`config.mk`:
```
export PLATFORM = sky130hd
export DESIGN_NAME = pan_tilt_command_parser_top
export DESIGN_NICKNAME = d
export VERILOG_FILES = /design/src/sv/ptcp_pkg.sv /design/src/sv/ptcp_cfg_regs.sv /design/src/sv/ptcp_parser.sv /design/src/sv/pan_tilt_command_parser_top.sv
export SDC_FILE = /design/constraint.sdc
export NUM_CORES = 1
export LEC_CHECK = 0
export ABC_AREA = 1
export BUFFER_PORTS_ARGS = -buffer_cell sky130_fd_sc_hd__buf_2
export CAP_MARGIN = 20
export CORE_ASPECT_RATIO = 0.7
export CORE_MARGIN = 5
export CORE_UTILIZATION = 25
export DETAILED_ROUTE_END_ITERATION = 16
export GPL_ROUTABILITY_DRIVEN = 0
export PLACE_DENSITY = 0.44
export SLEW_MARGIN = 5
export SYNTH_ARGS = -nofsm -noshare
export SYNTH_HDL_FRONTEND = slang
export SYNTH_SLANG_ARGS = --single-unit
```
`constraint.sdc`:
```
create_clock -name clk_i -period 6.7 [get_ports clk_i]
set_input_delay 0.67 -clock clk_i [delete_from_list [all_inputs] [get_ports clk_i]]
set_output_delay 0.67 -clock clk_i [all_outputs]
set_load 0.01 [all_outputs]
```
`src/sv/ptcp_pkg.sv`:
```
// ----------------------------------------------------------------------------
// ptcp_pkg
// Shared types and constants of the pan-tilt command parser.
// ----------------------------------------------------------------------------
`default_nettype none

package ptcp_pkg;

  localparam int unsigned OffsetWidth   = 11;
  localparam int unsigned DurationWidth = 14;
  localparam int unsigned PulseWidth    = 12;
  localparam int unsigned StatusWidth   = 2;
  localparam int unsigned CharWidth     = 8;
  localparam int unsigned AngleWidth    = 8;
  localparam int unsigned RegIdxWidth   = 2;

  localparam logic [AngleWidth-1:0] ANGLE_MAX = 8'd180;

  localparam logic [OffsetWidth-1:0]   H_OFFSET_RESET = 11'd600;
  localparam logic [OffsetWidth-1:0]   V_OFFSET_RESET = 11'd700;
  localparam logic [DurationWidth-1:0] DURATION_RESET = 14'd100;

  localparam logic [RegIdxWidth-1:0] REG_H_OFFSET = 2'd0;
  localparam logic [RegIdxWidth-1:0] REG_V_OFFSET = 2'd1;
  localparam logic [RegIdxWidth-1:0] REG_DURATION = 2'd2;

  localparam logic [StatusWidth-1:0] ST_HORIZ     = 2'd0;
  localparam logic [StatusWidth-1:0] ST_VERT      = 2'd1;
  localparam logic [StatusWidth-1:0] ST_BOTH      = 2'd2;
  localparam logic [StatusWidth-1:0] ST_MALFORMED = 2'd3;

  localparam logic [1:0] HMARK_NONE  = 2'd0;
  localparam logic [1:0] HMARK_OPEN  = 2'd1;
  localparam logic [1:0] HMARK_AFTER = 2'd2;

  localparam logic [CharWidth-1:0] CHAR_TERM    = 8'h00;
  localparam logic [CharWidth-1:0] CHAR_L_LOWER = 8'h6C;
  localparam logic [CharWidth-1:0] CHAR_L_UPPER = 8'h4C;
  localparam logic [CharWidth-1:0] CHAR_V_LOWER = 8'h76;
  localparam logic [CharWidth-1:0] CHAR_V_UPPER = 8'h56;
  localparam logic [CharWidth-1:0] CHAR_ZERO    = 8'h30;
  localparam logic [CharWidth-1:0] CHAR_NINE    = 8'h39;

  typedef struct packed {
    logic [OffsetWidth-1:0]   h_offset;
    logic [OffsetWidth-1:0]   v_offset;
    logic [DurationWidth-1:0] duration;
  } ptcp_cfg_t;

  // scale an angle by ten and add the offset to form a pulse value
  function automatic logic [PulseWidth-1:0] pulse_of(
    input logic [AngleWidth-1:0]  angle,
    input logic [OffsetWidth-1:0] offset
  );
    logic [PulseWidth-1:0] scaled;
    scaled   = ({4'd0, angle} << 3) + ({4'd0, angle} << 1);
    pulse_of = scaled + {1'b0, offset};
  endfunction

endpackage

`default_nettype wire

```
`src/sv/ptcp_cfg_regs.sv`:
```
// ----------------------------------------------------------------------------
// ptcp_cfg_regs
// APB register file: horizontal offset, vertical offset, move duration.
// ----------------------------------------------------------------------------
`default_nettype none

module ptcp_cfg_regs (
  input  wire logic                 clk_i,
  input  wire logic                 rst_ni,
  input  wire logic                 psel,
  input  wire logic                 penable,
  input  wire logic                 pwrite,
  input  wire logic [3:0]           paddr,
  input  wire logic [31:0]          pwdata,
  output logic      [31:0]          prdata,
  output logic                      pready,
  output ptcp_pkg::ptcp_cfg_t       cfg_o
);
  import ptcp_pkg::*;

  ptcp_cfg_t cfg_q, cfg_d;
  logic [RegIdxWidth-1:0] idx;
  logic wr_en;

  assign idx    = paddr[3:2];
  assign wr_en  = psel & penable & pwrite;
  assign pready = 1'b1;
  assign cfg_o  = cfg_q;

  always_comb begin
    cfg_d = cfg_q;
    if (wr_en) begin
      unique case (idx)
        REG_H_OFFSET: cfg_d.h_offset = pwdata[OffsetWidth-1:0];
        REG_V_OFFSET: cfg_d.v_offset = pwdata[OffsetWidth-1:0];
        REG_DURATION: cfg_d.duration = pwdata[DurationWidth-1:0];
        default: ;
      endcase
    end
  end

  always_comb begin
    unique case (idx)
      REG_H_OFFSET: prdata = {{(32-OffsetWidth){1'b0}}, cfg_q.h_offset};
      REG_V_OFFSET: prdata = {{(32-OffsetWidth){1'b0}}, cfg_q.v_offset};
      REG_DURATION: prdata = {{(32-DurationWidth){1'b0}}, cfg_q.duration};
      default:      prdata = 32'd0;
    endcase
  end

  always_ff @(posedge clk_i or negedge rst_ni) begin
    if (!rst_ni) begin
      cfg_q.h_offset <= H_OFFSET_RESET;
      cfg_q.v_offset <= V_OFFSET_RESET;
      cfg_q.duration <= DURATION_RESET;
    end else begin
      cfg_q <= cfg_d;
    end
  end

endmodule

`default_nettype wire

```
`src/sv/ptcp_parser.sv`:
```
// ----------------------------------------------------------------------------
// ptcp_parser
// Character register, command state, and result register with handshake.
// ----------------------------------------------------------------------------
`default_nettype none

module ptcp_parser #(
  parameter int unsigned NUMBER_WIDTH = 10
) (
  input  wire logic                                  clk_i,
  input  wire logic                                  rst_ni,
  input  wire ptcp_pkg::ptcp_cfg_t                   cfg_i,
  input  wire logic                                  in_valid_i,
  output logic                                       in_ready_o,
  input  wire logic [ptcp_pkg::CharWidth-1:0]        in_char_i,
  output logic                                       out_valid_o,
  input  wire logic                                  out_ready_i,
  output logic      [ptcp_pkg::StatusWidth-1:0]      out_status_o,
  output logic      [ptcp_pkg::PulseWidth-1:0]       out_h_pulse_o,
  output logic      [ptcp_pkg::PulseWidth-1:0]       out_v_pulse_o,
  output logic      [ptcp_pkg::DurationWidth-1:0]    out_time_o
);
  import ptcp_pkg::*;

  localparam int unsigned AccWidth = NUMBER_WIDTH + 5;
  localparam logic [NUMBER_WIDTH-1:0] NumMax = {NUMBER_WIDTH{1'b1}};

  function automatic logic [NUMBER_WIDTH-1:0] accumulate(
    input logic [NUMBER_WIDTH-1:0] acc,
    input logic [3:0]              digit
  );
    logic [AccWidth-1:0] wide;
    wide = ({5'd0, acc} << 3) + ({5'd0, acc} << 1) + AccWidth'(digit);
    accumulate = (wide > AccWidth'(NumMax)) ? NumMax : wide[NUMBER_WIDTH-1:0];
  endfunction

  function automatic logic [AngleWidth-1:0] clamp(input logic [NUMBER_WIDTH-1:0] n);
    clamp = (n > NUMBER_WIDTH'(ANGLE_MAX)) ? ANGLE_MAX : n[AngleWidth-1:0];
  endfunction

  logic                  chr_valid_q;
  logic [CharWidth-1:0]  chr_q;
  logic                  stage_ready;

  logic [1:0]              hmark_q, hmark_d;
  logic                    vmark_q, vmark_d;
  logic [NUMBER_WIDTH-1:0] hnum_q, hnum_d;
  logic [NUMBER_WIDTH-1:0] vnum_q, vnum_d;

  logic                     res_valid_q;
  logic [StatusWidth-1:0]   res_status_q, res_status_d;
  logic [PulseWidth-1:0]    res_h_q, res_h_d;
  logic [PulseWidth-1:0]    res_v_q, res_v_d;
  logic [DurationWidth-1:0] res_t_q, res_t_d;

  logic is_term, is_l, is_v, is_digit, advance;

  assign stage_ready = !res_valid_q || out_ready_i;
  assign in_ready_o  = !chr_valid_q || stage_ready;
  assign advance     = chr_valid_q && stage_ready;

  assign is_term  = (chr_q == CHAR_TERM);
  assign is_l     = (chr_q == CHAR_L_LOWER) || (chr_q == CHAR_L_UPPER);
  assign is_v     = (chr_q == CHAR_V_LOWER) || (chr_q == CHAR_V_UPPER);
  assign is_digit = (chr_q >= CHAR_ZERO) && (chr_q <= CHAR_NINE);

  always_comb begin
    hmark_d = hmark_q;
    vmark_d = vmark_q;
    hnum_d  = hnum_q;
    vnum_d  = vnum_q;
    if (is_term) begin
      hmark_d = HMARK_NONE;
      vmark_d = 1'b0;
      hnum_d  = '0;
      vnum_d  = '0;
    end else if (is_l && hmark_q == HMARK_NONE) begin
      hmark_d = vmark_q ? HMARK_AFTER : HMARK_OPEN;
    end else if (is_v && !vmark_q) begin
      vmark_d = 1'b1;
    end else if (is_digit) begin
      if (vmark_q) begin
        vnum_d = accumulate(vnum_q, chr_q[3:0]);
      end else if (hmark_q != HMARK_NONE) begin
        hnum_d = accumulate(hnum_q, chr_q[3:0]);
      end
    end
  end

  always_comb begin
    res_status_d = ST_MALFORMED;
    res_h_d      = '0;
    res_v_d      = '0;
    res_t_d      = '0;
    priority if (hmark_q == HMARK_OPEN && !vmark_q) begin
      res_status_d = ST_HORIZ;
      res_h_d      = pulse_of(clamp(hnum_q), cfg_i.h_offset);
      res_t_d      = cfg_i.duration;
    end else if (hmark_q == HMARK_NONE && vmark_q) begin
      res_status_d = ST_VERT;
      res_v_d      = pulse_of(clamp(vnum_q), cfg_i.v_offset);
      res_t_d      = cfg_i.duration;
    end else if (hmark_q == HMARK_OPEN && vmark_q) begin
      res_status_d = ST_BOTH;
      res_h_d      = pulse_of(clamp(hnum_q), cfg_i.h_offset);
      res_v_d      = pulse_of(clamp(vnum_q), cfg_i.v_offset);
      res_t_d      = cfg_i.duration;
    end else begin
      res_status_d = ST_MALFORMED;
    end
  end

  always_ff @(posedge clk_i or negedge rst_ni) begin
    if (!rst_ni) begin
      chr_valid_q <= 1'b0;
      res_valid_q <= 1'b0;
      hmark_q     <= HMARK_NONE;
      vmark_q     <= 1'b0;
      hnum_q      <= '0;
      vnum_q      <= '0;
    end else begin
      if (in_ready_o) begin
        chr_valid_q <= in_valid_i;
      end
      if (advance) begin
        hmark_q <= hmark_d;
        vmark_q <= vmark_d;
        hnum_q  <= hnum_d;
        vnum_q  <= vnum_d;
      end
      if (stage_ready) begin
        res_valid_q <= advance && is_term;
      end
    end
  end

  always_ff @(posedge clk_i) begin
    if (in_ready_o && in_valid_i) begin
      chr_q <= in_char_i;
    end
    if (advance && is_term) begin
      res_status_q <= res_status_d;
      res_h_q      <= res_h_d;
      res_v_q      <= res_v_d;
      res_t_q      <= res_t_d;
    end
  end

  assign out_valid_o   = res_valid_q;
  assign out_status_o  = res_status_q;
  assign out_h_pulse_o = res_h_q;
  assign out_v_pulse_o = res_v_q;
  assign out_time_o    = res_t_q;

endmodule

`default_nettype wire

```
`src/sv/pan_tilt_command_parser_top.sv`:
```
// ----------------------------------------------------------------------------
// pan_tilt_command_parser_top
// Parses pan-tilt command text into servo pulse values.
// ----------------------------------------------------------------------------
// Takes one ASCII character per beat on the slave stream; a zero byte ends a
// command and yields one result beat on the master stream after it passes the
// character register and then the result register. Any other character yields
// no result. One character is taken every cycle; the pace is set by the single
// character-register to result-register pass, and stalls only when the result
// register is held. Offsets and move duration are set over APB and should be
// written while no command result is pending.
`default_nettype none

module pan_tilt_command_parser_top #(
  parameter int unsigned NUMBER_WIDTH = 10
) (
  input  wire logic        clk_i,
  input  wire logic        rst_ni,
  input  wire logic        psel,
  input  wire logic        penable,
  input  wire logic        pwrite,
  input  wire logic [3:0]  paddr,
  input  wire logic [31:0] pwdata,
  output logic      [31:0] prdata,
  output logic             pready,
  input  wire logic        s_axis_tvalid_i,
  output logic             s_axis_tready_o,
  input  wire logic [7:0]  s_axis_tdata_i,   // [7:0] character
  output logic             m_axis_tvalid_o,
  input  wire logic        m_axis_tready_i,
  output logic      [39:0] m_axis_tdata_o,   // [11:0] horizontal_pulse,
                                             // [23:12] vertical_pulse,
                                             // [37:24] move_time, [39:38] zero
  output logic      [1:0]  m_axis_tuser_o    // [1:0] status
);
  import ptcp_pkg::*;

  ptcp_cfg_t                cfg;
  logic [PulseWidth-1:0]    h_pulse, v_pulse;
  logic [DurationWidth-1:0] move_time;

  ptcp_cfg_regs u_cfg (
    .clk_i   (clk_i),
    .rst_ni  (rst_ni),
    .psel    (psel),
    .penable (penable),
    .pwrite  (pwrite),
    .paddr   (paddr),
    .pwdata  (pwdata),
    .prdata  (prdata),
    .pready  (pready),
    .cfg_o   (cfg)
  );

  ptcp_parser #(
    .NUMBER_WIDTH (NUMBER_WIDTH)
  ) u_parser (
    .clk_i         (clk_i),
    .rst_ni        (rst_ni),
    .cfg_i         (cfg),
    .in_valid_i    (s_axis_tvalid_i),
    .in_ready_o    (s_axis_tready_o),
    .in_char_i     (s_axis_tdata_i),
    .out_valid_o   (m_axis_tvalid_o),
    .out_ready_i   (m_axis_tready_i),
    .out_status_o  (m_axis_tuser_o),
    .out_h_pulse_o (h_pulse),
    .out_v_pulse_o (v_pulse),
    .out_time_o    (move_time)
  );

  assign m_axis_tdata_o = {2'b00, move_time, v_pulse, h_pulse};

endmodule

`default_nettype wire
```
Word level (Yosys, flattened, before mapping)
Cells that the tools add are included.
Word-level totals
  logic and storage cells: 106
  bits of input ports: 51
  bits in latches: 0
  output and inout bits: 77
  memory bits (writable): 0
  memories: 0
  memory bits (read-only): 0
  register bits after elaboration: 109
Operators by class
  order comparisons: 6
  reduce and logical (&&, ||, !) cells: 33
  mux-type cells: 32
  divide/modulo/power cells: 0
  equal/unequal tests: 10
  $add $sub $neg: 8
  multipliers: 0
  shift operators: 0
  bitwise gates (word level): 2
Operators by type and width (count)
  $mux W10: 13
  $mux W12: 5
  $mux W14: 3
  $pmux W14 S3: 1
  $eq A8 B7 Y1 const B: 4
  $add A15 B4 Y15: 2
  $gt A15 B10 Y1 const B: 2
  $add A13 B11 Y14: 2
  $add A11 B9 Y12: 2
  $add A12 B11 Y12: 2
  $gt A10 B8 Y1 const B: 2
  $mux W8: 2
  $reduce_bool A2 Y1: 6
  $logic_and A1 B1 Y1: 9
  $ge A8 B6 Y1 const B: 1
  $le A8 B6 Y1 const B: 1
  $logic_not A8 Y1: 1
  $reduce_and A2 Y1: 4
  $mux W2: 3
  $reduce_and A6 Y1: 1
  $mux W1: 5
  $reduce_and A5 Y1: 1
  $eq A2 B1 Y1 const B: 2
  $logic_not A2 Y1: 2
  8 further kinds: 15

Depth between registers and ports, before layout
Gate-level depths: netlist of the first run.
  word-level depth: 10
  mapped depth: 19
  depth with buffers taken out: 19

Modules after synthesis
A second synthesis of the first run with hierarchy kept.
Second synthesis, totals
  cells, all modules: 949
  area total of the unflattened synthesis: 7663.6 um^2
By module, submodules not included
  ptcp_parser: times used 1, cells an instance 704, area each 5784.3 um^2
  ptcp_cfg_regs: times used 1, cells an instance 242, area each 1860.5 um^2
  pan_tilt_command_parser_top: times used 1, cells an instance 3, area each 18.8 um^2

Least setup slack after synthesis of the first run
No wires, ideal clock.
  path type: register to register
  start point: register u_parser.hnum_q[1]
  end point: register u_parser.res_h_q[9], in the netlist u_parser.out_h_pulse_o[9], data pin
  setup slack: 3348 ps
  cell stages (with the launch flop): 19
  data arrival time: 3099 ps
  data required time: 6447 ps
  setup time: 253 ps
  path buffers: 0
  cells stage by stage: dfrtp_1 > o21a_1 > o211ai_1 > a21oi_1 > nor3_1 > inv_1 > or2_2 > fa_1 > ha_1 > nand2_1 > nor3_1 > a21oi_1 > or2_2 > nand2_1 > nand2_1 > nand2_1 > nand2_1 > nand2_1 > nor2_1
Between the ends
  word-level cells in the longest chain between the ends: 7
Ends and longest elaborated chain
  start, declared: line ptcp_parser.sv:47  | logic [NUMBER_WIDTH-1:0] hnum_q, hnum_d;
  start signal, assigned: line ptcp_parser.sv:128  | hnum_q <= hnum_d;
  $gt A10 B8 Y1: line ptcp_parser.sv:38  | clamp = (n > NUMBER_WIDTH'(ANGLE_MAX)) ? ANGLE_MAX : n[AngleWidth-1:0];
  $mux W8 *: line ptcp_parser.sv:38
  $add A11 B9 Y12 *: line ptcp_pkg.sv:56  | scaled = ({4'd0, angle} << 3) + ({4'd0, angle} << 1);
  $add A12 B11 Y12 *: line ptcp_pkg.sv:57  | pulse_of = scaled + {1'b0, offset};
  $mux W12: line ptcp_parser.sv:103  | end else if (hmark_q == HMARK_OPEN && vmark_q) begin
  $mux W12: line ptcp_parser.sv:99  | end else if (hmark_q == HMARK_NONE && vmark_q) begin
  $mux W12 *: line ptcp_parser.sv:95  | priority if (hmark_q == HMARK_OPEN && !vmark_q) begin
  net u_parser.res_h_d[9]: line ptcp_parser.sv:52  | logic [PulseWidth-1:0] res_h_q, res_h_d;
  end signal, assigned: line ptcp_parser.sv:143  | res_h_q <= res_h_d;
  end, declared: line ptcp_parser.sv:52
Mark *: on every way through the listed nets, which the timed path passes. The rest lies on a longest branch.
A chain may end at the register's enable or synchronous reset.

Worst setup path in the final report of the first run
Ends and elaborated chain as after synthesis.

==> reports/results.tsv, run 1 <==
stage	metric	value	unit
run_status	status	completed	
sta	FMAX	0.270	GHz
die	Die Area	0.0330	mm^2
sta	setup violators final	0	
sta	Slew HR	0.306	
synthesis	syn_area_per_cell	8.09	um^2
clocking	Post-CTS Setup Bufs	0	
routing	drt first pass iters	4	
place	Port Buf Inserts	86	
power_and_ir_drop	Power Density	209	mW/mm^2
place	placed wire-length estimate	15.1	mm
hold_path	worst min-delay path category	flip-flop to flip-flop	
cells_and_area	post-layout net count	1112	
synthesis	sequential area share after synthesis	0.406	
routing	vias per cell	4.31	
global_routing	antenna violations before repair	0	
clocking	hold_buf cts	0	
place	placed instance count	1362	
routing	via count	5943	
cells_and_area	footprint of the multi-input gates	0.00367	mm^2
clocking	CTS tree	done	
clocking	clock tree buffer depth	2	
cells_and_area	Ant. Diodes	0	
global_routing	Overall Global Routing Usage	0.122	
die	Initial Util	0.254	
routing	Avg WL per Cell	14.6	um
critical_path	worst-path fanout max	7	
cells_and_area	area growth from synthesis to final layout	14.5	%
die	CORE AREA	0.0290	mm^2
routing	DRT antenna net count	0	
sta	Hold Violations, Final	0	
global_routing	GRT overflow	0	
clocking	CTS root buffer	clkbuf_16	
synthesis	Post-synth top flop	edfxtp_1	
critical_path	nature of the critical path startpoint	flip-flop	
critical_path	Arrival @ worst endpoint	3.82	ns
global_routing	first-pass GRT wire length	32.3	mm
clocking	Clock Latency Late Sink	0.36	ns
power_and_ir_drop	Pleak	4.28	nW
synthesis	post-synthesis cell area	0.00735	mm^2
synthesis	Post-Synth XOR/XNOR Area	0.0119	
die	IO Pins	128	
synthesis	register bit total from synthesis	109	
sta	Final min period	3.70	ns
routing	Detailed Route WL	20.1	mm
cells_and_area	sequential cell area	0.00298	mm^2
synthesis	synthesized netlist cell count	909	
place	worst slack, placed	3.02	ns
critical_path	CP Capture Type	flip-flop	
synthesis	largest family of logic cells by synthesized area	simple AND/OR/NAND/NOR gates	
job	max cap viols	0	
synthesis	ys async rst share	0.560	
synthesis	post-synthesis mux area share	0	
synthesis	Synth Area in Simple Gates	0.243	
sta	worst slew pin tran	1.04	ns
die	Die X	215	um
sta	RSZ-0062 raised after global routing	false	
clocking	CTS resizes	0	
synthesis	Post-synth EDFFs	48	
clocking	clock sinks	109	
synthesis	Synth Warn #	0	
cells_and_area	ratio of cells with drive above 1 in the final layout	0.155	
sta	Fin Clk Skew	0.00950	ns
synthesis	post-synthesis compound-gate area fraction	0.102	
clocking	total CTS buffers	9	
global_routing	vias in the first global route	5759	
sta	worst hold margin	0.488	ns
critical_path	CP Class	flip-flop to flip-flop	
critical_path	Critical Path RT	6.82	ns
die	Die H	154	um
sta	setup_tns	0	ns
sta	Worst Setup Slack, final	3.00	ns
clocking	H-Tree Depth	3	
sta	Final period util	0.553	
global_routing	pin count of the biggest net entering global routing	62	
synthesis	synth unique cells	44	
cells_and_area	FILL cells	3136	
cells_and_area	Non-Filler Instances	1378	
routing	drt drc	0	
die	# rows	52	
sta	Slew Limit Fails	0	
synthesis	Adder-Cell Fraction of Synth Area	0.131	
power_and_ir_drop	Max IR drop VDD	0.000122	V
routing	DR iter-0 viols	327	
clocking	clock slew at reported path FFs	0.08	ns
[state kept, by name, summed over array words and instances (netlist names)]
name	count
u_parser.out_valid_o	1
u_parser.hnum_q	10
u_parser.hmark_q	2
u_parser.chr_q	8
u_parser.chr_valid_q	1
u_parser.vnum_q	10
u_parser.out_h_pulse_o	12
u_parser.vmark_q	1
u_parser.out_status_o	2
u_cfg.cfg_o	36
u_parser.out_v_pulse_o	12
u_parser.out_time_o	14
[cell usage after synthesis, drive strengths merged (11+ instances only)]
master  instances  area share
a21oi          44       0.031
buf            21       0.021
dfrtp          48        0.16
dfstp          13       0.046
edfxtp         48        0.20
fa             18       0.049
ha             48       0.082
inv           153       0.078
nand2         244        0.13
nand3          58       0.043
nand4          11       0.010
nor2           67       0.038
nor3           18       0.013
o21ai          54       0.038
[cell type report]
cell class,instances,share of cell area
clock inverters,5,0.00416
clock buffers,11,0.0288
well taps,378,0.0562
flip-flops and latches,109,0.354
multi-input cells,634,0.436
repair buffers,87,0.0520
inverters,154,0.0687
[cell families after synthesis]
logic type / Yosys count
AO/OA/AOI/OAI: 130
XOR/XNOR: 10
adder cells (fa/ha/maj): 66
buffers and inverters: 185
flip-flops: 109
other: 2
AND/OR/NAND/NOR: 407
[cells in the final DEF (no fill, tap or decap), types with 9 or more instances in the layout]
| cell | count |
|---|---|
| nand3_1 | 53 |
| inv_1 | 147 |
| nand4_1 | 10 |
| nor3_1 | 17 |
| dfstp_2 | 13 |
| o21ai_0 | 53 |
| o211ai_1 | 10 |
| dfrtp_1 | 48 |
| a21oi_1 | 42 |
| nand2_2 | 12 |
| buf_2 | 86 |
| fa_1 | 18 |
| conb_1 | 21 |
| ha_1 | 48 |
| nand2_1 | 229 |
| clkbuf_16 | 9 |
| edfxtp_1 | 48 |
| nor2_1 | 61 |
[metal layers]
layer | GRT usage | up-vias | routed length (um)
met4 | 0.0231 | 0 | 115
met2 | 0.182 | 65 | 8580
met5 | 0 | - | 0
met3 | 0.0226 | 10 | 566
li1 | - | 3076 | -
met1 | 0.184 | 2792 | 10800
[metrics by stage]
step | util | area [um^2] | power (W)
after global routing | 0.291 | 8420 | 0.00189
final | 0.291 | 8420 | 0.00176
after CTS | 0.291 | 8420 | 0.00179
after detailed placement | 0.281 | 8140 | 0.00125
after global placement | 0.281 | 8140 | 0.00125
after floorplan | - | 7430 | 0.00112
[final timing paths]
kind	end	from	slack, ns	cells after the start
max	u_parser.out_h_pulse_o[9]	u_parser.hnum_q[1]	3.00	18
min	u_cfg.cfg_o[0]	u_cfg.cfg_o[0]	0.49	2
max reg2reg	u_parser.out_h_pulse_o[9]	u_parser.hnum_q[1]	3.00	18
min reg2reg	u_cfg.cfg_o[0]	u_cfg.cfg_o[0]	0.49	2
max in group asynchronous	u_parser.vmark_q	rst_ni	5.64	2
min in group asynchronous	u_cfg.cfg_o[15]	rst_ni	0.50	2
[worst max-delay path: stages (launching register included)]
cell,delay (ns)
dfrtp_1,0.48
o21a_1,0.21
o211ai_1,0.15
a21oi_1,0.08
nor3_1,0.20
inv_1,0.15
or2_2,0.34
fa_1,0.45
ha_1,0.36
nand2_1,0.08
o21ai_0,0.23
a21oi_1,0.10
or2_2,0.30
nand2_1,0.06
nand2_1,0.04
nand2_1,0.07
nand2_1,0.05
nand2_1,0.05
nor2_1,0.06
[where the power goes]
part | leakage [nW] | switching [W] | internal [W] | total, W
registers | 1.22 | 0.0000615 | 0.000774 | 0.000836
logic | 2.93 | 0.000258 | 0.000143 | 0.000400
clock network | 0.138 | 0.000262 | 0.000264 | 0.000527
Note: power is estimated with default switching activity, not from simulation.
==> inputs of run 2 (changes only) <==
==> constraint.sdc (replaced) <==
create_clock -name clk_i -period 3.7 [get_ports clk_i]
set_input_delay 0.37 -clock clk_i [delete_from_list [all_inputs] [get_ports clk_i]]
set_output_delay 0.37 -clock clk_i [all_outputs]
set_load 0.01 [all_outputs]
==> reports/results.tsv, run 2 (synthesized netlist as in run 1, its figures left out) <==
stage	metric	value	unit	change
routing	vias per cell	4.31		-0.15%
die	Die H	154	um	unchanged
clocking	H-Tree Depth	3		unchanged
critical_path	critical-path cell list	o21a_1 > o211ai_1 > a21oi_2 > nor3_2 > inv_2 > or2_4 > fa_1 > ha_4 > nand2_1 > nor3_2 > a21oi_1 > or2_4 > nand2_1 > nand2_1 > nand2_1 > nand2_1 > nand2_1 > nor2_1		
critical_path	CP Class	flip-flop to flip-flop		
sta	FMAX	0.285	GHz	+5.5%
cells_and_area	most frequent standard cell in the layout excluding fill and tap cells	nand2_1		
cells_and_area	area growth from synthesis to final layout	17.1	%	
critical_path	Arrival @ worst endpoint	3.64	ns	-0.18 ns
die	# rows	52		unchanged
global_routing	GRT overflow	0		unchanged
sta	Final period util	0.949		+0.396
cells_and_area	highest-count cells in the layout ignoring fill and taps	229 x nand2_1, 145 x inv_1, 86 x buf_2, 53 x nand3_1, 52 x nor2_1		
sta	setup violators final	0		unchanged
global_routing	pin count of the biggest net entering global routing	41		-34%
critical_path	Critical Path RT	3.82	ns	-3.00 ns
power_and_ir_drop	Comb pwr share	0.236		+0.009
die	IO Pins	128		unchanged
critical_path	R2R Path Start	u_parser.hnum_q[0]		
critical_path	Slowest cell on crit path	fa_1		
global_routing	first-pass GRT wire length	32.8	mm	+1.5%
global_routing	global-route met2 utilization	0.187		+0.00438
routing	Avg WL per Cell	14.4	um	-1.4%
clocking	CTS root buffer	clkbuf_16		
clocking	clock slew at reported path FFs	0.08	ns	about the same
global_routing	grt met3 use	0.0214		-0.00118
cells_and_area	FILL cells	3158		+0.70%
sta	RSZ-0062 raised after global routing	true		
critical_path	slowest stage delay, CP	0.52	ns	+0.04 ns
routing	Detailed Route WL	20.0	mm	-0.43%
run_status	status	completed		
power_and_ir_drop	Power Density	386	mW/mm^2	+84%
place	Placement Cell Area	0.00822	mm^2	+0.92%
critical_path	most used cell, CP	nand2_1		
critical_path	CP delay by family, top	simple AND/OR/NAND/NOR gates		
cells_and_area	post-layout net count	1125		+1.2%
clocking	clock sinks	109		unchanged
critical_path	Setup crit start	u_parser.hnum_q[0]		
cells_and_area	ratio of cells with drive above 1 in the final layout	0.185		+0.0296
sta	Final min period	3.51	ns	-0.193 ns
die	Die Area	0.0330	mm^2	unchanged
critical_path	nature of the critical path startpoint	flip-flop		
power_and_ir_drop	Pleak	4.36	nW	+1.8%
cells_and_area	post-route cell area	0.00862	mm^2	+2.3%
die	Initial Util	0.254		unchanged
sta	Worst Setup Slack, final	0.189	ns	-2.81 ns
job	max cap viols	0		unchanged
place	placed wire-length estimate	15.6	mm	+3.0%
die	Die X	215	um	unchanged
clocking	Clock Latency Late Sink	0.36	ns	about the same
clocking	total CTS buffers	9		unchanged
hold_path	worst min-delay path category	input pin to async pin		
power_and_ir_drop	Int Pwr	0.00223	W	+89%
sta	Slew Limit Fails	0		unchanged
routing	drt drc	0		unchanged
routing	drt first pass iters	6		+2
global_routing	GRT Max-Usage Layer	met2		
cells_and_area	footprint of the multi-input gates	0.00374	mm^2	+2.0%
global_routing	Overall Global Routing Usage	0.123		+0.00112
cells_and_area	sequential cell area	0.00298	mm^2	unchanged
critical_path	worst-path fanout max	7		unchanged
sta	worst slew pin tran	1.08	ns	+0.0361 ns
cells_and_area	max reg flops	36		unchanged
cells_and_area	Ant. Diodes	0		unchanged
clocking	CTS tree	done		
sta	Slew HR	0.279		-0.0267
power_and_ir_drop	Max IR drop VDD	0.000197	V	+62%
routing	via count	5990		+0.79%
power_and_ir_drop	P_sw	0.00109	W	+88%
power_and_ir_drop	Flop pwr share	0.451		-0.023
global_routing	vias in the first global route	5926		+2.9%
global_routing	antenna violations before repair	0		unchanged
power_and_ir_drop	clock power share	0.313		+0.014
place	worst slack, placed	0.0186	ns	-3.01 ns
place	Port Buf Inserts	86		unchanged
sta	Fin Clk Skew	0.0120	ns	+0.00253 ns
clocking	clock tree buffer depth	2		unchanged
sta	Hold Violations, Final	0		unchanged
routing	DR iter-0 viols	328		+0.31%
sta	setup_tns	0	ns	unchanged
power_and_ir_drop	Sw Share	0.329		-0.000608
critical_path	CP Capture Type	flip-flop		
routing	DRT antenna net count	0		unchanged
global_routing	met1 usage	0.184		+0.000258
die	CORE AREA	0.0290	mm^2	unchanged
critical_path	CP bufs+invs	1		unchanged
run 2: changes by cell type in the layout (fill, tap and decap cells not counted), sizes merged:
cell / previous run / this run
buf: 87 / 100
inv: 154 / 157
clkinv: 5 / 2
bufinv: 0 / 1
clkbuf: 11 / 9
clkinvlp: 0 / 1
run 2: per-layer routing:
layer	part of all wire	vias up
met5	0	-
met2	0.43	72
met3	0.032	14
met1	0.53	2802
met4	0.0091	0
li1	-	3102
run 2: repair_timing:
item	4_1_cts	5_1_grt
hold buffers	0	0
setup endpoints to repair	0	8
buffers inserted	0	3
resized for setup	0	24
run 2: layout make-up:
type                       instances  share of cell area
multi-input combinational        634               0.434
tap                              378              0.0549
timing repair buffer             100              0.0622
clock buffer                       9              0.0261
clock inverter                     7             0.00915
inverter                         154              0.0671
sequential                       109               0.346
run 2: final timing paths:
path                       cells past startpoint                        end  slack, ns
hold / removal                                 1            u_cfg.cfg_o[15]      0.006
setup / recovery                              18  u_parser.out_h_pulse_o[9]       0.19
max in group asynchronous                      2             u_cfg.cfg_o[6]       2.74
hold reg to reg                                2             u_cfg.cfg_o[1]       0.49
min in group clk_i                             1          u_parser.chr_q[5]       0.19
setup reg to reg                              18  u_parser.out_h_pulse_o[9]       0.19
run 2: power groups by stage:
stage                     Combinational [W]  Clock [W]  Sequential (W)
final                              0.000784    0.00104         0.00150
after global routing               0.000908    0.00112         0.00152
after CTS                          0.000769    0.00107         0.00150
after detailed placement           0.000763          0         0.00153
after global placement             0.000762          0         0.00152
after floorplan                    0.000540          0         0.00149
run 2: through the flow:
step / power [W] / instances / hold WS, ns / util
finish: 0.00332 / 1391 / 0.00580 / 0.298
floorplan: 0.00203 / 928 / 0.0744 / -
global placement: 0.00229 / 1372 / 0.415 / 0.284
detailed placement: 0.00229 / 1372 / 0.415 / 0.284
CTS: 0.00334 / 1388 / 0.0187 / 0.294
global route: 0.00354 / 1391 / 0.0505 / 0.298
==> inputs of run 3 (changes only) <==
==> constraint.sdc (replaced) <==
create_clock -name clk_i -period 4.1 [get_ports clk_i]
set_input_delay 0.41 -clock clk_i [delete_from_list [all_inputs] [get_ports clk_i]]
set_output_delay 0.41 -clock clk_i [all_outputs]
set_load 0.01 [all_outputs]
==> reports/results.tsv, run 3 (synthesized netlist as in run 1, its figures left out) <==
stage	metric	value	unit	change
clocking	H-Tree Depth	3		unchanged
clocking	clock tree buffer depth	2		unchanged
critical_path	CP Class	flip-flop to flip-flop		
die	CORE AREA	0.0290	mm^2	unchanged
global_routing	antenna violations before repair	0		unchanged
cells_and_area	max reg flops	36		unchanged
power_and_ir_drop	Max IR drop VDD	0.000172	V	-13%
cells_and_area	Finished Core Util	0.293		-0.00493
critical_path	worst-path fanout max	7		unchanged
global_routing	grt met3 use	0.0226		+0.00118
critical_path	most used cell, CP	nand2_1		
sta	setup violators final	0		unchanged
cells_and_area	FILL cells	3079		-2.5%
power_and_ir_drop	Final Power	0.00292	W	-12%
global_routing	GRT overflow	0		unchanged
routing	Detailed Route WL	19.9	mm	-0.41%
critical_path	critical-path cell list	o21a_1 > o211ai_1 > a21oi_1 > nor3_1 > inv_1 > or2_2 > fa_1 > ha_1 > nand2_1 > nor3_1 > a21oi_1 > or2_2 > nand2_1 > nand2_1 > nand2_1 > nand2_1 > nand2_1 > nor2_1		
cells_and_area	post-layout net count	1117		-0.71%
sta	RSZ-0062 raised after global routing	false		
global_routing	met1 usage	0.179		-0.00588
routing	vias per cell	4.30		about the same
job	max cap viols	0		unchanged
critical_path	slowest stage delay, CP	0.45	ns	-0.07 ns
die	Die Area	0.0330	mm^2	unchanged
cells_and_area	Non-Filler Instances	1383		-0.58%
sta	Final min period	3.70	ns	+0.192 ns
critical_path	Critical Path RT	4.22	ns	+0.40 ns
sta	Slew Limit Fails	0		unchanged
sta	Fin Clk Skew	0.0118	ns	-0.000246 ns
routing	Avg WL per Cell	14.4	um	+0.17%
sta	setup_tns	0	ns	unchanged
clocking	Clock Latency Late Sink	0.37	ns	about the same
clocking	CTS root buffer	clkbuf_16		
sta	Hold Violations, Final	0		unchanged
power_and_ir_drop	Int Pwr	0.00194	W	-13%
routing	DR iter-0 viols	419		+28%
cells_and_area	highest-count cells in the layout ignoring fill and taps	229 x nand2_1, 147 x inv_1, 86 x buf_2, 60 x nor2_1		
clocking	clock sinks	109		unchanged
run_status	status	completed		
global_routing	first-pass GRT wire length	32.0	mm	-2.5%
routing	via count	5952		-0.63%
critical_path	Arrival @ worst endpoint	3.83	ns	+0.19 ns
sta	Slew HR	0.315		+0.0357
power_and_ir_drop	clock power share	0.304		-0.009
routing	drt first pass iters	4		-2
power_and_ir_drop	Pleak	4.32	nW	-0.98%
power_and_ir_drop	P_sw	0.000981	W	-10%
cells_and_area	most frequent standard cell in the layout excluding fill and tap cells	nand2_1		
routing	drt drc	0		unchanged
place	placed instance count	1366		-0.44%
clocking	clock slew at reported path FFs	0.08	ns	about the same
sta	Final period util	0.903		-0.0457
power_and_ir_drop	Comb pwr share	0.229		-0.007
place	Port Buf Inserts	86		unchanged
power_and_ir_drop	Flop pwr share	0.466		+0.015
power_and_ir_drop	Sw Share	0.336		+0.00707
die	# rows	52		unchanged
die	Die X	215	um	unchanged
power_and_ir_drop	Power Density	344	mW/mm^2	-11%
die	Initial Util	0.254		unchanged
clocking	total CTS buffers	9		unchanged
global_routing	global-route met2 utilization	0.183		-0.00332
routing	DRT antenna net count	0		unchanged
critical_path	CP Capture Type	flip-flop		
clocking	CTS tree	done		
global_routing	GRT Max-Usage Layer	met2		
global_routing	pin count of the biggest net entering global routing	46		+12%
cells_and_area	area growth from synthesis to final layout	15.2	%	
critical_path	Slowest cell on crit path	fa_1		
cells_and_area	ratio of cells with drive above 1 in the final layout	0.161		-0.0234
die	IO Pins	128		unchanged
global_routing	vias in the first global route	5903		-0.39%
die	Die H	154	um	unchanged
sta	worst slew pin tran	1.03	ns	-0.0511 ns
place	placed wire-length estimate	15.3	mm	-1.9%
global_routing	Overall Global Routing Usage	0.120		-0.00240
sta	worst hold margin	0.211	ns	+0.206 ns
hold_path	worst min-delay path category	input pin to flip-flop		
critical_path	nature of the critical path startpoint	flip-flop		
cells_and_area	Ant. Diodes	0		unchanged
sta	FMAX	0.270	GHz	-5.2%
## run 3: changes by cell type in the layout (fill, tap and decap cells not counted), sizes merged
cell,change
buf,-9
bufinv,-1
dlygate4sd3,+1
inv,+1
## run 3: repair_timing
item,in CTS,in global routing
setup buffers,0,0
hold endpoints to repair,12,0
setup endpoints to repair,0,1
hold buffers,1,0
resized for setup,0,2
## run 3: path summary, 6_finish.rpt
path | startpoint | endpoint | slack [ns] | cells after the start
worst max-delay path | u_parser.hnum_q[0] | u_parser.out_h_pulse_o[9] | 0.40 | 18
worst min-delay path | s_axis_tdata_i[6] | u_parser.chr_q[6] | 0.21 | 1
worst max register to register | u_parser.hnum_q[0] | u_parser.out_h_pulse_o[9] | 0.40 | 18
worst min register to register | u_cfg.cfg_o[7] | u_cfg.cfg_o[7] | 0.49 | 2
max in group asynchronous | rst_ni | u_parser.chr_valid_q | 2.62 | 3
min in group asynchronous | rst_ni | u_cfg.cfg_o[27] | 0.52 | 2
## run 3: critical path: cells and delay by family, from the launching register on
kind                       cells  cell delay, ns
buffers and inverters          1            0.17
DFF                            1            0.44
and+or+nand+nor               11            1.47
AOI/OAI and AO/OA              4            0.58
adders and majority gates      2            0.82
## run 3: area by class of cell
cell class,count,area (um^2),share of cell area
Sequential cell,109,2980,0.352
Multi-Input combinational cell,634,3670,0.433
Tap cell,378,473,0.0558
Clock inverter,7,63.8,0.00753
Inverter,154,578,0.0682
Clock buffer,9,225,0.0266
Timing Repair Buffer,92,478,0.0564
## run 3: routing by layer
| layer | up-vias | part of all wire | wire (um) |
|---|---|---|---|
| met5 | - | 0 | 0 |
| met4 | 0 | 0.011 | 215 |
| met3 | 15 | 0.028 | 548 |
| met2 | 60 | 0.43 | 8530 |
| met1 | 2787 | 0.53 | 10600 |
| li1 | 3090 | - | - |
## run 3: power groups by stage
| stage | clock (W) | combinational, W | sequential [W] |
|---|---|---|---|
| final | 0.000888 | 0.000670 | 0.00136 |
| after global routing | 0.000966 | 0.000780 | 0.00138 |
| after CTS | 0.000923 | 0.000681 | 0.00136 |
| after detailed placement | 0 | 0.000673 | 0.00138 |
| after global placement | 0 | 0.000672 | 0.00138 |
| after floorplan | 0 | 0.000488 | 0.00135 |
## run 3: stage by stage
step | cell area, um^2 | worst slack [ns]
after detailed placement | 8170 | 0.414
after CTS | 8470 | 0.371
after global routing | 8470 | 0.0757
final | 8470 | 0.396
after global placement | 8170 | 0.468
after floorplan | 7430 | 0.748
